--- config.mk ---
export PLATFORM = sky130hd
export DESIGN_NAME = cursor_linked_list_engine_flat
export DESIGN_NICKNAME = d
export VERILOG_FILES = /design/src/cll_pkg.sv /design/src/cll_in_if.sv /design/src/cll_out_if.sv /design/src/cll_ram.sv /design/src/cll_link_store.sv /design/src/cursor_linked_list_engine.sv /design/src/flat_wrapper.sv
export SDC_FILE = /design/constraint.sdc
export NUM_CORES = 2
export LEC_CHECK = 0
export BUFFER_PORTS_ARGS = -buffer_cell sky130_fd_sc_hd__buf_2
export CAP_MARGIN = 10
export CORE_MARGIN = 2
export CORE_UTILIZATION = 55
export DETAILED_ROUTE_END_ITERATION = 6
export PLACE_DENSITY_LB_ADDON = 0.05
export SYNTH_ARGS = -nofsm -noshare
export SYNTH_HDL_FRONTEND = slang
export SYNTH_HIERARCHICAL = 1
export SYNTH_SLANG_ARGS = --single-unit
export TNS_END_PERCENT = 10
--- constraint.sdc ---
create_clock -name clk -period 6.1 [get_ports clk]
set_input_delay 1.22 -clock clk [delete_from_list [all_inputs] [get_ports clk]]
set_output_delay 1.22 -clock clk [all_outputs]
set_load 0.02 [all_outputs]
--- src/cll_pkg.sv ---
// Shared constants, codes, types and helpers of the cursor-linked list engine.
// Used by the interfaces, the link store and the engine; depends on nothing.
package cll_pkg;

  localparam int SLOTS  = 64;
  localparam int SLOT_W = $clog2(SLOTS);
  localparam int LINK_W = $clog2(SLOTS + 2);
  localparam int OP_W   = 2;
  localparam int POS_W  = 7;
  localparam int VAL_W  = 32;
  localparam int STAT_W = 2;
  localparam int CNT_W  = 6;

  localparam logic [LINK_W-1:0] END_MARK  = LINK_W'(SLOTS);
  localparam logic [LINK_W-1:0] FREE_MARK = LINK_W'(SLOTS + 1);

  typedef enum logic [OP_W-1:0] {
    OP_INSERT   = 2'd0,
    OP_DELETE   = 2'd1,
    OP_CLEAR    = 2'd2,
    OP_RESERVED = 2'd3
  } op_t;

  typedef enum logic [STAT_W-1:0] {
    ST_OK       = 2'd0,
    ST_POS_ZERO = 2'd1,
    ST_FULL     = 2'd2,
    ST_BEYOND   = 2'd3
  } status_t;

  typedef enum logic [2:0] {
    S_IDLE,
    S_FREE,
    S_WALK,
    S_INS_A,
    S_INS_B,
    S_DEL_WR1,
    S_DEL_WR2,
    S_DONE
  } state_t;

  typedef struct packed {
    logic              rd_en;
    logic [SLOT_W-1:0] rd_addr;
    logic              wr_en;
    logic [SLOT_W-1:0] wr_addr;
    logic [LINK_W-1:0] wr_data;
    logic              clear;
  } link_req_t;

  // Successor of a raw link; slot zero and anything outside the store count as the end.
  function automatic logic [LINK_W-1:0] next_of(input logic [LINK_W-1:0] raw);
    logic [LINK_W-1:0] res;
    res = raw;
    if (raw == '0 || raw >= LINK_W'(SLOTS)) begin
      res = END_MARK;
    end
    return res;
  endfunction

endpackage

--- src/cll_in_if.sv ---
// Request channel of the list engine: valid, ready and one operation per beat.
// Depends on cll_pkg.
interface cll_in_if;
  logic                        valid;
  logic                        ready;
  logic [cll_pkg::OP_W-1:0]    operation;
  logic [cll_pkg::POS_W-1:0]   position;
  logic signed [cll_pkg::VAL_W-1:0] value;

  modport source (output valid, output operation, output position, output value,
                  input ready);
  modport sink (input valid, input operation, input position, input value,
                output ready);
endinterface

--- src/cll_out_if.sv ---
// Result channel of the list engine: valid, ready and one result per beat.
// Depends on cll_pkg.
interface cll_out_if;
  logic                              valid;
  logic                              ready;
  logic [cll_pkg::STAT_W-1:0]        status;
  logic signed [cll_pkg::VAL_W-1:0]  removed_value;
  logic [cll_pkg::CNT_W-1:0]         list_length;
  logic                              is_empty;

  modport source (output valid, output status, output removed_value,
                  output list_length, output is_empty, input ready);
  modport sink (input valid, input status, input removed_value,
                input list_length, input is_empty, output ready);
endinterface

--- src/cll_ram.sv ---
// Generic single-clock RAM with one write port and one registered read port.
// Depends on nothing.
module cll_ram #(
  parameter int WIDTH = 8,
  parameter int DEPTH = 16
) (
  input  logic                     clk,
  input  logic                     wr_en,
  input  logic [$clog2(DEPTH)-1:0] wr_addr,
  input  logic [WIDTH-1:0]         wr_data,
  input  logic                     rd_en,
  input  logic [$clog2(DEPTH)-1:0] rd_addr,
  output logic [WIDTH-1:0]         rd_data
);

  logic [WIDTH-1:0] mem [DEPTH];

  always_ff @(posedge clk) begin
    if (wr_en) begin
      mem[wr_addr] <= wr_data;
    end
    if (rd_en) begin
      rd_data <= mem[rd_addr];
    end
  end

endmodule

--- src/cll_link_store.sv ---
// Link store: a RAM of successor links with per-slot valid bits, so that an
// unwritten slot reads as its reset layout and a clear only resets the valid bits.
// Depends on cll_pkg and cll_ram.
module cll_link_store (
  input  logic                           clk,
  input  logic                           rst,
  input  cll_pkg::link_req_t             req,
  output logic [cll_pkg::LINK_W-1:0]     rd_data
);
  import cll_pkg::*;

  logic [SLOTS-1:0]  valid;
  logic              rd_valid;
  logic [SLOT_W-1:0] rd_addr_q;
  logic [LINK_W-1:0] ram_data;

  cll_ram #(
    .WIDTH (LINK_W),
    .DEPTH (SLOTS)
  ) u_ram (
    .clk     (clk),
    .wr_en   (req.wr_en),
    .wr_addr (req.wr_addr),
    .wr_data (req.wr_data),
    .rd_en   (req.rd_en),
    .rd_addr (req.rd_addr),
    .rd_data (ram_data)
  );

  always_ff @(posedge clk) begin
    if (rst || req.clear) begin
      valid <= '0;
    end else if (req.wr_en) begin
      valid[req.wr_addr] <= 1'b1;
    end
    if (req.rd_en) begin
      rd_valid  <= valid[req.rd_addr];
      rd_addr_q <= req.rd_addr;
    end
  end

  always_comb begin
    if (rd_valid) begin
      rd_data = ram_data;
    end else if (rd_addr_q == '0) begin
      rd_data = END_MARK;
    end else begin
      rd_data = FREE_MARK;
    end
  end

endmodule

--- src/cursor_linked_list_engine.sv ---
// Channel  | Dir | Beat carries
// request  | in  | operation, position, value
// result   | out | status, removed_value, list_length, is_empty
//
// One request is worked on at a time; insert runs a free-slot scan then a list walk (one
// link-RAM read per cycle), delete a list walk; clear, unused codes and position-zero
// requests go straight to the result state.
// Synchronous active-high reset empties the list via valid bits.
// A new request is taken while the previous result still waits in the output
// register; a stalled result holds the engine only in its final step.
// Depends on cll_pkg, cll_in_if, cll_out_if, cll_ram and cll_link_store.
module cursor_linked_list_engine (
  input  logic      clk,
  input  logic      rst,
  cll_in_if.sink    request,
  cll_out_if.source result
);
  import cll_pkg::*;

  state_t            state, state_next;
  link_req_t         link_req;
  logic [LINK_W-1:0] link_rd;

  logic              val_wr_en;
  logic              val_rd_en;
  logic [VAL_W-1:0]  val_rd;

  op_t               op_r;
  logic [VAL_W-1:0]  val_r;
  logic [POS_W-1:0]  target;
  logic [SLOT_W:0]   scan;
  logic              chk_valid;
  logic [SLOT_W-1:0] chk_slot;
  logic [SLOT_W-1:0] free_slot;
  logic [SLOT_W-1:0] cur;
  logic [LINK_W-1:0] raw_cur;
  logic [SLOT_W-1:0] nxt;
  logic              w_pend;
  logic [POS_W-1:0]  steps;
  logic [CNT_W-1:0]  count;
  logic [LINK_W-1:0] head_raw;
  status_t           status_r;
  logic [VAL_W-1:0]  removed_r;

  logic              accept;
  logic              out_load;
  logic              slot_found;
  logic              store_full;
  logic [LINK_W-1:0] walk_raw;
  logic [LINK_W-1:0] walk_n;
  logic              walk_stop;
  logic              walk_fail;

  cll_link_store u_links (
    .clk     (clk),
    .rst     (rst),
    .req     (link_req),
    .rd_data (link_rd)
  );

  cll_ram #(
    .WIDTH (VAL_W),
    .DEPTH (SLOTS)
  ) u_values (
    .clk     (clk),
    .wr_en   (val_wr_en),
    .wr_addr (free_slot),
    .wr_data (val_r),
    .rd_en   (val_rd_en),
    .rd_addr (walk_n[SLOT_W-1:0]),
    .rd_data (val_rd)
  );

  assign request.ready = (state == S_IDLE);
  assign accept        = request.valid && request.ready;
  assign out_load      = (state == S_DONE) && (!result.valid || result.ready);

  assign slot_found = chk_valid && (link_rd == FREE_MARK);
  assign store_full = chk_valid && !slot_found && (chk_slot == SLOT_W'(SLOTS - 1));

  assign walk_raw  = w_pend ? link_rd : raw_cur;
  assign walk_n    = next_of(walk_raw);
  assign walk_stop = (walk_n == END_MARK) || (steps >= target) ||
                     (steps >= POS_W'(SLOTS));
  assign walk_fail = (op_r == OP_INSERT) ? ((walk_n == END_MARK) && (steps != target))
                                         : (walk_n == END_MARK);

  always_ff @(posedge clk) begin
    if (rst) begin
      state <= S_IDLE;
    end else begin
      state <= state_next;
    end
  end

  always_comb begin
    state_next = state;
    link_req   = '0;
    val_wr_en  = 1'b0;
    val_rd_en  = 1'b0;
    case (state)
      S_IDLE: begin
        if (accept) begin
          case (op_t'(request.operation))
            OP_INSERT: begin
              state_next = (request.position == '0) ? S_DONE : S_FREE;
            end
            OP_DELETE: begin
              state_next = (request.position == '0) ? S_DONE : S_WALK;
            end
            OP_CLEAR: begin
              link_req.clear = 1'b1;
              state_next     = S_DONE;
            end
            default: begin
              state_next = S_DONE;
            end
          endcase
        end
      end
      S_FREE: begin
        link_req.rd_en   = (scan < (SLOT_W + 1)'(SLOTS));
        link_req.rd_addr = scan[SLOT_W-1:0];
        if (slot_found) begin
          state_next = S_WALK;
        end else if (store_full) begin
          state_next = S_DONE;
        end
      end
      S_WALK: begin
        if (!walk_stop) begin
          link_req.rd_en   = 1'b1;
          link_req.rd_addr = walk_n[SLOT_W-1:0];
        end else if (walk_fail) begin
          state_next = S_DONE;
        end else if (op_r == OP_INSERT) begin
          state_next = S_INS_A;
        end else begin
          link_req.rd_en   = 1'b1;
          link_req.rd_addr = walk_n[SLOT_W-1:0];
          val_rd_en        = 1'b1;
          state_next       = S_DEL_WR1;
        end
      end
      S_INS_A: begin
        link_req.wr_en   = 1'b1;
        link_req.wr_addr = free_slot;
        link_req.wr_data = raw_cur;
        val_wr_en        = 1'b1;
        state_next       = S_INS_B;
      end
      S_INS_B: begin
        link_req.wr_en   = 1'b1;
        link_req.wr_addr = cur;
        link_req.wr_data = LINK_W'(free_slot);
        state_next       = S_DONE;
      end
      S_DEL_WR1: begin
        link_req.wr_en   = 1'b1;
        link_req.wr_addr = cur;
        link_req.wr_data = link_rd;
        state_next       = S_DEL_WR2;
      end
      S_DEL_WR2: begin
        link_req.wr_en   = 1'b1;
        link_req.wr_addr = nxt;
        link_req.wr_data = FREE_MARK;
        state_next       = S_DONE;
      end
      S_DONE: begin
        if (out_load) begin
          state_next = S_IDLE;
        end
      end
      default: begin
        state_next = S_IDLE;
      end
    endcase
  end

  always_ff @(posedge clk) begin
    if (rst) begin
      count    <= '0;
      head_raw <= END_MARK;
    end else if (link_req.clear) begin
      count    <= '0;
      head_raw <= END_MARK;
    end else begin
      if (link_req.wr_en && link_req.wr_addr == '0) begin
        head_raw <= link_req.wr_data;
      end
      if (state == S_INS_B) begin
        count <= count + CNT_W'(1);
      end else if (state == S_DEL_WR2 && count != '0) begin
        count <= count - CNT_W'(1);
      end
    end
  end

  always_ff @(posedge clk) begin
    case (state)
      S_IDLE: begin
        if (accept) begin
          op_r      <= op_t'(request.operation);
          val_r     <= request.value;
          target    <= request.position - POS_W'(1);
          scan      <= (SLOT_W + 1)'(1);
          chk_valid <= 1'b0;
          cur       <= '0;
          raw_cur   <= head_raw;
          w_pend    <= 1'b0;
          steps     <= '0;
          removed_r <= '0;
          if (request.position == '0 &&
              (op_t'(request.operation) == OP_INSERT ||
               op_t'(request.operation) == OP_DELETE)) begin
            status_r <= ST_POS_ZERO;
          end else begin
            status_r <= ST_OK;
          end
        end
      end
      S_FREE: begin
        chk_valid <= (scan < (SLOT_W + 1)'(SLOTS));
        chk_slot  <= scan[SLOT_W-1:0];
        scan      <= scan + (SLOT_W + 1)'(1);
        if (slot_found) begin
          free_slot <= chk_slot;
        end else if (store_full) begin
          status_r <= ST_FULL;
        end
      end
      S_WALK: begin
        if (!walk_stop) begin
          cur    <= walk_n[SLOT_W-1:0];
          steps  <= steps + POS_W'(1);
          w_pend <= 1'b1;
        end else begin
          raw_cur <= walk_raw;
          nxt     <= walk_n[SLOT_W-1:0];
          if (walk_fail) begin
            status_r <= ST_BEYOND;
          end
        end
      end
      S_DEL_WR1: begin
        removed_r <= val_rd;
      end
      default: begin
      end
    endcase
  end

  always_ff @(posedge clk) begin
    if (rst) begin
      result.valid <= 1'b0;
    end else if (out_load) begin
      result.valid <= 1'b1;
    end else if (result.ready) begin
      result.valid <= 1'b0;
    end
  end

  always_ff @(posedge clk) begin
    if (out_load) begin
      result.status        <= status_r;
      result.removed_value <= removed_r;
      result.list_length   <= count;
      result.is_empty      <= (next_of(head_raw) == END_MARK);
    end
  end

`ifndef SYNTH
  a_head_never_free: assert property (@(posedge clk) disable iff (rst)
    head_raw != FREE_MARK)
    else $error("head link holds the free mark");

  a_no_rw_collision: assert property (@(posedge clk) disable iff (rst)
    !(link_req.wr_en && link_req.rd_en && link_req.wr_addr == link_req.rd_addr))
    else $error("link store read and write hit the same slot");

  a_walk_bounded: assert property (@(posedge clk) disable iff (rst)
    (state != S_IDLE) |-> (steps <= POS_W'(SLOTS)))
    else $error("list walk ran past the store size");

  a_count_matches_head: assert property (@(posedge clk) disable iff (rst)
    (state == S_IDLE) |-> ((count == '0) == (next_of(head_raw) == END_MARK)))
    else $error("element count disagrees with head link");

  a_accept_leaves_idle: assert property (@(posedge clk) disable iff (rst)
    accept |=> (state != S_IDLE))
    else $error("accepted request did not start");
`endif

endmodule
--- src/flat_wrapper.sv ---
// flat-port wrapper written by rule: the top's interface ports become plain ports
module cursor_linked_list_engine_flat import cll_pkg::*;
  (clk, rst, request_valid, request_operation, request_position, request_value, request_ready, result_valid, result_status, result_removed_value, result_list_length, result_is_empty, result_ready);
  cll_in_if request_i ();
  cll_out_if result_i ();
  input  logic clk;
  input  logic rst;
  input wire logic [$bits(request_i.valid)-1:0] request_valid;
  input wire logic [$bits(request_i.operation)-1:0] request_operation;
  input wire logic [$bits(request_i.position)-1:0] request_position;
  input wire logic [$bits(request_i.value)-1:0] request_value;
  output wire logic [$bits(request_i.ready)-1:0] request_ready;
  output wire logic [$bits(result_i.valid)-1:0] result_valid;
  output wire logic [$bits(result_i.status)-1:0] result_status;
  output wire logic [$bits(result_i.removed_value)-1:0] result_removed_value;
  output wire logic [$bits(result_i.list_length)-1:0] result_list_length;
  output wire logic [$bits(result_i.is_empty)-1:0] result_is_empty;
  input wire logic [$bits(result_i.ready)-1:0] result_ready;
  assign request_i.valid = request_valid;
  assign request_i.operation = request_operation;
  assign request_i.position = request_position;
  assign request_i.value = request_value;
  assign request_ready = request_i.ready;
  assign result_valid = result_i.valid;
  assign result_status = result_i.status;
  assign result_removed_value = result_i.removed_value;
  assign result_list_length = result_i.list_length;
  assign result_is_empty = result_i.is_empty;
  assign result_i.ready = result_ready;
  cursor_linked_list_engine u_core (.clk(clk), .rst(rst), .request(request_i), .result(result_i));
endmodule
==> metrics.md <==
| Metric | Value |
|---|---|
| Status | `finished clean` |
| Initial DRT Pass Iterations | `6` |
| Post-Syn Instances | `4,984` |
| Final period util | `85.8%` |
| Post-DP HPWL | `159,000 um` |
| Reg clk slew, reported paths | `60 ps` |
| Critical Path AT | `5850 ps` |
| Worst vdd ir | `0.340 mV` |
| Drt drc | `0` |
| Final Hold Viols | `0` |
| GP Congestion | `0.838` |
| Post-cts repair resize count | `0` |
| IO Pins | `88` |
| Layout cells sized above 1 | `26.0%` |
| Via count | `52,700` |
| MaxCap Viol Count | `0` |
| Sequential share of the synthesized area | `77.4%` |
| CTS root buf | `clkbuf_16` |
| Type of origin of the critical path | `flop` |
| Fin cells | `8,054` |
| Input/output buffers | `87` |
| Post-placement cell count | `7,538` |
| RSZ-0062 raised after global routing | `no` |
| Largest net degree at the start of global routing | `95` |
| DR vias/cell | `6.54` |
| Worst-Skew Late Latency | `930 ps` |
| Leakage power total | `36.9 nW` |
| CTS tree | `built` |
| Final setup violation count | `0` |
| Number of clock sinks | `2,786` |
| Ys Warns | `6` |
| Die Width | `445 um` |
| Synth cell types | `80` |
| Tot Pwr | `51.0 mW` |
| Final wirelength | `275,000 um` |
| Starting Density | `55.4%` |
| CP required | `6720 ps` |
| Grt ovf | `0` |
| Slew HR | `10.1%` |
| Most frequent cells in the layout | `edfxtp_1 (2,705), mux4_2 (666), clkbuf_16 (302), nor2_1 (260), buf_4 (185)` |
| Mapped Nets | `5,044` |
| Vias in the first global route | `52,200` |
| Commonest non-fill, non-tap cell in the layout | `edfxtp_1` |
| FMAX | `191 MHz` |
| #FFs+latches synth | `2,786` |
| # hold bufs at CTS | `0` |
| CTS HTree Levels | `5` |
| Ys async rst share | `0%` |
| Antenna violations before repair | `7` |
| Post-synth EDFFs | `2,705` |
| Final Max Tran Viols | `0` |
| Final min period | `5230 ps` |
| Layout Nets | `5,374` |
| Setup Buffers After CTS | `0` |
| Total CTS buffers | `298` |
| First-pass GRT wire length | `391,000 um` |
| Num rows | `161` |
| Area delta synth->final | `12.6%` |
| Filler instances | `13,200` |
| Ys flop type | `edfxtp_1` |
| Total GRT Usage | `28.1%` |
| CP max FO | `31` |
| Mean post-synth cell area | `21.5 um^2` |
| Core Region | `193,000 um^2` |
| Initial DRC Count | `6,221` |
| PD cells | `423 nW/um^2` |
| Area of the die | `198,000 um^2` |
| Type of the worst setup path | `flop to flop` |
| Antenna-violating nets left | `0` |
| Die Height | `445 um` |
| Hold Path Class | `flop to flop` |
| Post-Syn Area | `107,000 um^2` |
| Avg WL per Cell | `34.2 um` |
| CP Capture Type | `flop` |
| Skew final | `43.3 ps` |
| Post-route setup TNS | `0 ps` |
| Worst-Margin Slew | `1350 ps` |
| CTS max path bufs | `4` |
-- critical path: stages, from the launching register on --
cell and delay (ps):
edfxtp_1 610, mux2_4 420, nand3b_1 380, nor2_4 760
buf_12 330, buf_12 300, mux4_2 550, mux4_2 520
o22ai_1 870, nor2_1 120
-- cells in the mapped netlist, types with 20 or more instances --
| cell type | number | area [um^2] |
|---|---|---|
| edfxtp_1 | 2705 | 81200 |
| a22oi_1 | 29 | 218 |
| nand2b_1 | 23 | 144 |
| buf_4 | 32 | 240 |
| nand3b_1 | 20 | 150 |
| dfxtp_1 | 81 | 1620 |
| inv_1 | 24 | 90.1 |
| mux4_2 | 666 | 15000 |
| mux2i_1 | 119 | 1190 |
| nor2_1 | 327 | 1230 |
| nand2_1 | 73 | 274 |
| buf_1 | 26 | 97.6 |
| clkbuf_1 | 110 | 413 |
| and2_1 | 41 | 257 |
| nand3_1 | 27 | 135 |
| nor2b_1 | 27 | 169 |
| nor3_1 | 38 | 190 |
| o221ai_1 | 36 | 315 |
| a21oi_1 | 148 | 741 |
| buf_2 | 82 | 410 |
| o22ai_1 | 96 | 601 |
-- metal layers --
metal	routed length [um]	global-route usage (%)	share of wire, %
met5	0	0	0
met4	8620	8.76	3.1
met3	19800	3.71	7.2
met2	133000	44.7	49
met1	113000	41.2	41
-- sequential cells by signal (all words and copies together), names as in the netlist, 32 cells and up --
| register | count |
|---|---|
| u_core/removed_r | 32 |
| u_core/result.removed_value | 32 |
| u_core/u_links/u_ram/mem | 448 |
| u_core/u_links/valid | 64 |
| u_core/u_values/mem | 2048 |
| u_core/u_values/rd_data | 32 |
| u_core/val_r | 32 |
-- path summary, 6_finish.rpt --
kind / start / to / slack [ps] / cells after the start
worst max-delay path: u_core/w_pend$_DFFE_PP_ / u_core/u_values/rd_data[11]$_DFFE_PP_ / 870 / 9
worst min-delay path: u_core/removed_r[28]$_SDFFCE_PN0P_ / u_core/result.removed_value[28]$_DFFE_PP_ / 420 / 0
worst max register to register: u_core/w_pend$_DFFE_PP_ / u_core/u_values/rd_data[11]$_DFFE_PP_ / 870 / 9
worst min register to register: u_core/removed_r[28]$_SDFFCE_PN0P_ / u_core/result.removed_value[28]$_DFFE_PP_ / 420 / 0
-- logic make-up (layout without fill, tap and decap cells) --
logic type	Yosys count	after routing	share of synthesized area (%)
xor+xnor	17	17	0.139
simple gates	661	661	2.97
mux	796	796	15.3
compound gates	419	419	2.59
flops	2786	2786	77.4
fa+ha+maj	15	15	0.182
buf+inv	290	823	1.33
other cells	0	11	0
-- cell type report --
cell class / instances / area, um^2 / area share [%]
repair buffers: 295 / 2270 / 1.88
diodes: 11 / 27.5 / 0.0228
clock inverters: 116 / 701 / 0.582
inverters: 25 / 95.1 / 0.0789
well taps: 2526 / 3160 / 2.62
multi-input cells: 1908 / 23400 / 19.4
flip-flops and latches: 2786 / 82800 / 68.8
clock buffers: 387 / 7940 / 6.59
-- power by group --
| part | total [mW] | switching [mW] | internal [mW] |
|---|---|---|---|
| combinational | 11.6 | 7.26 | 4.37 |
| clock | 16.4 | 6.99 | 9.40 |
| sequential | 23.0 | 0.285 | 22.7 |
| total | 51.0 | 14.5 | 36.5 |
-- metrics by stage --
step / worst slack, ps / utilization (%) / instance area (um^2) / hold WS (ps)
finish: 866 / 62.4 / 120000 / 417
global route: 861 / 62.4 / 120000 / 424
CTS: 952 / 62.4 / 120000 / 403
detailed placement: 961 / 57.9 / 112000 / 405
global placement: 975 / 57.9 / 112000 / 403
floorplan: 1810 / - / 107000 / 400
Note: power is estimated with default switching activity, not from simulation.
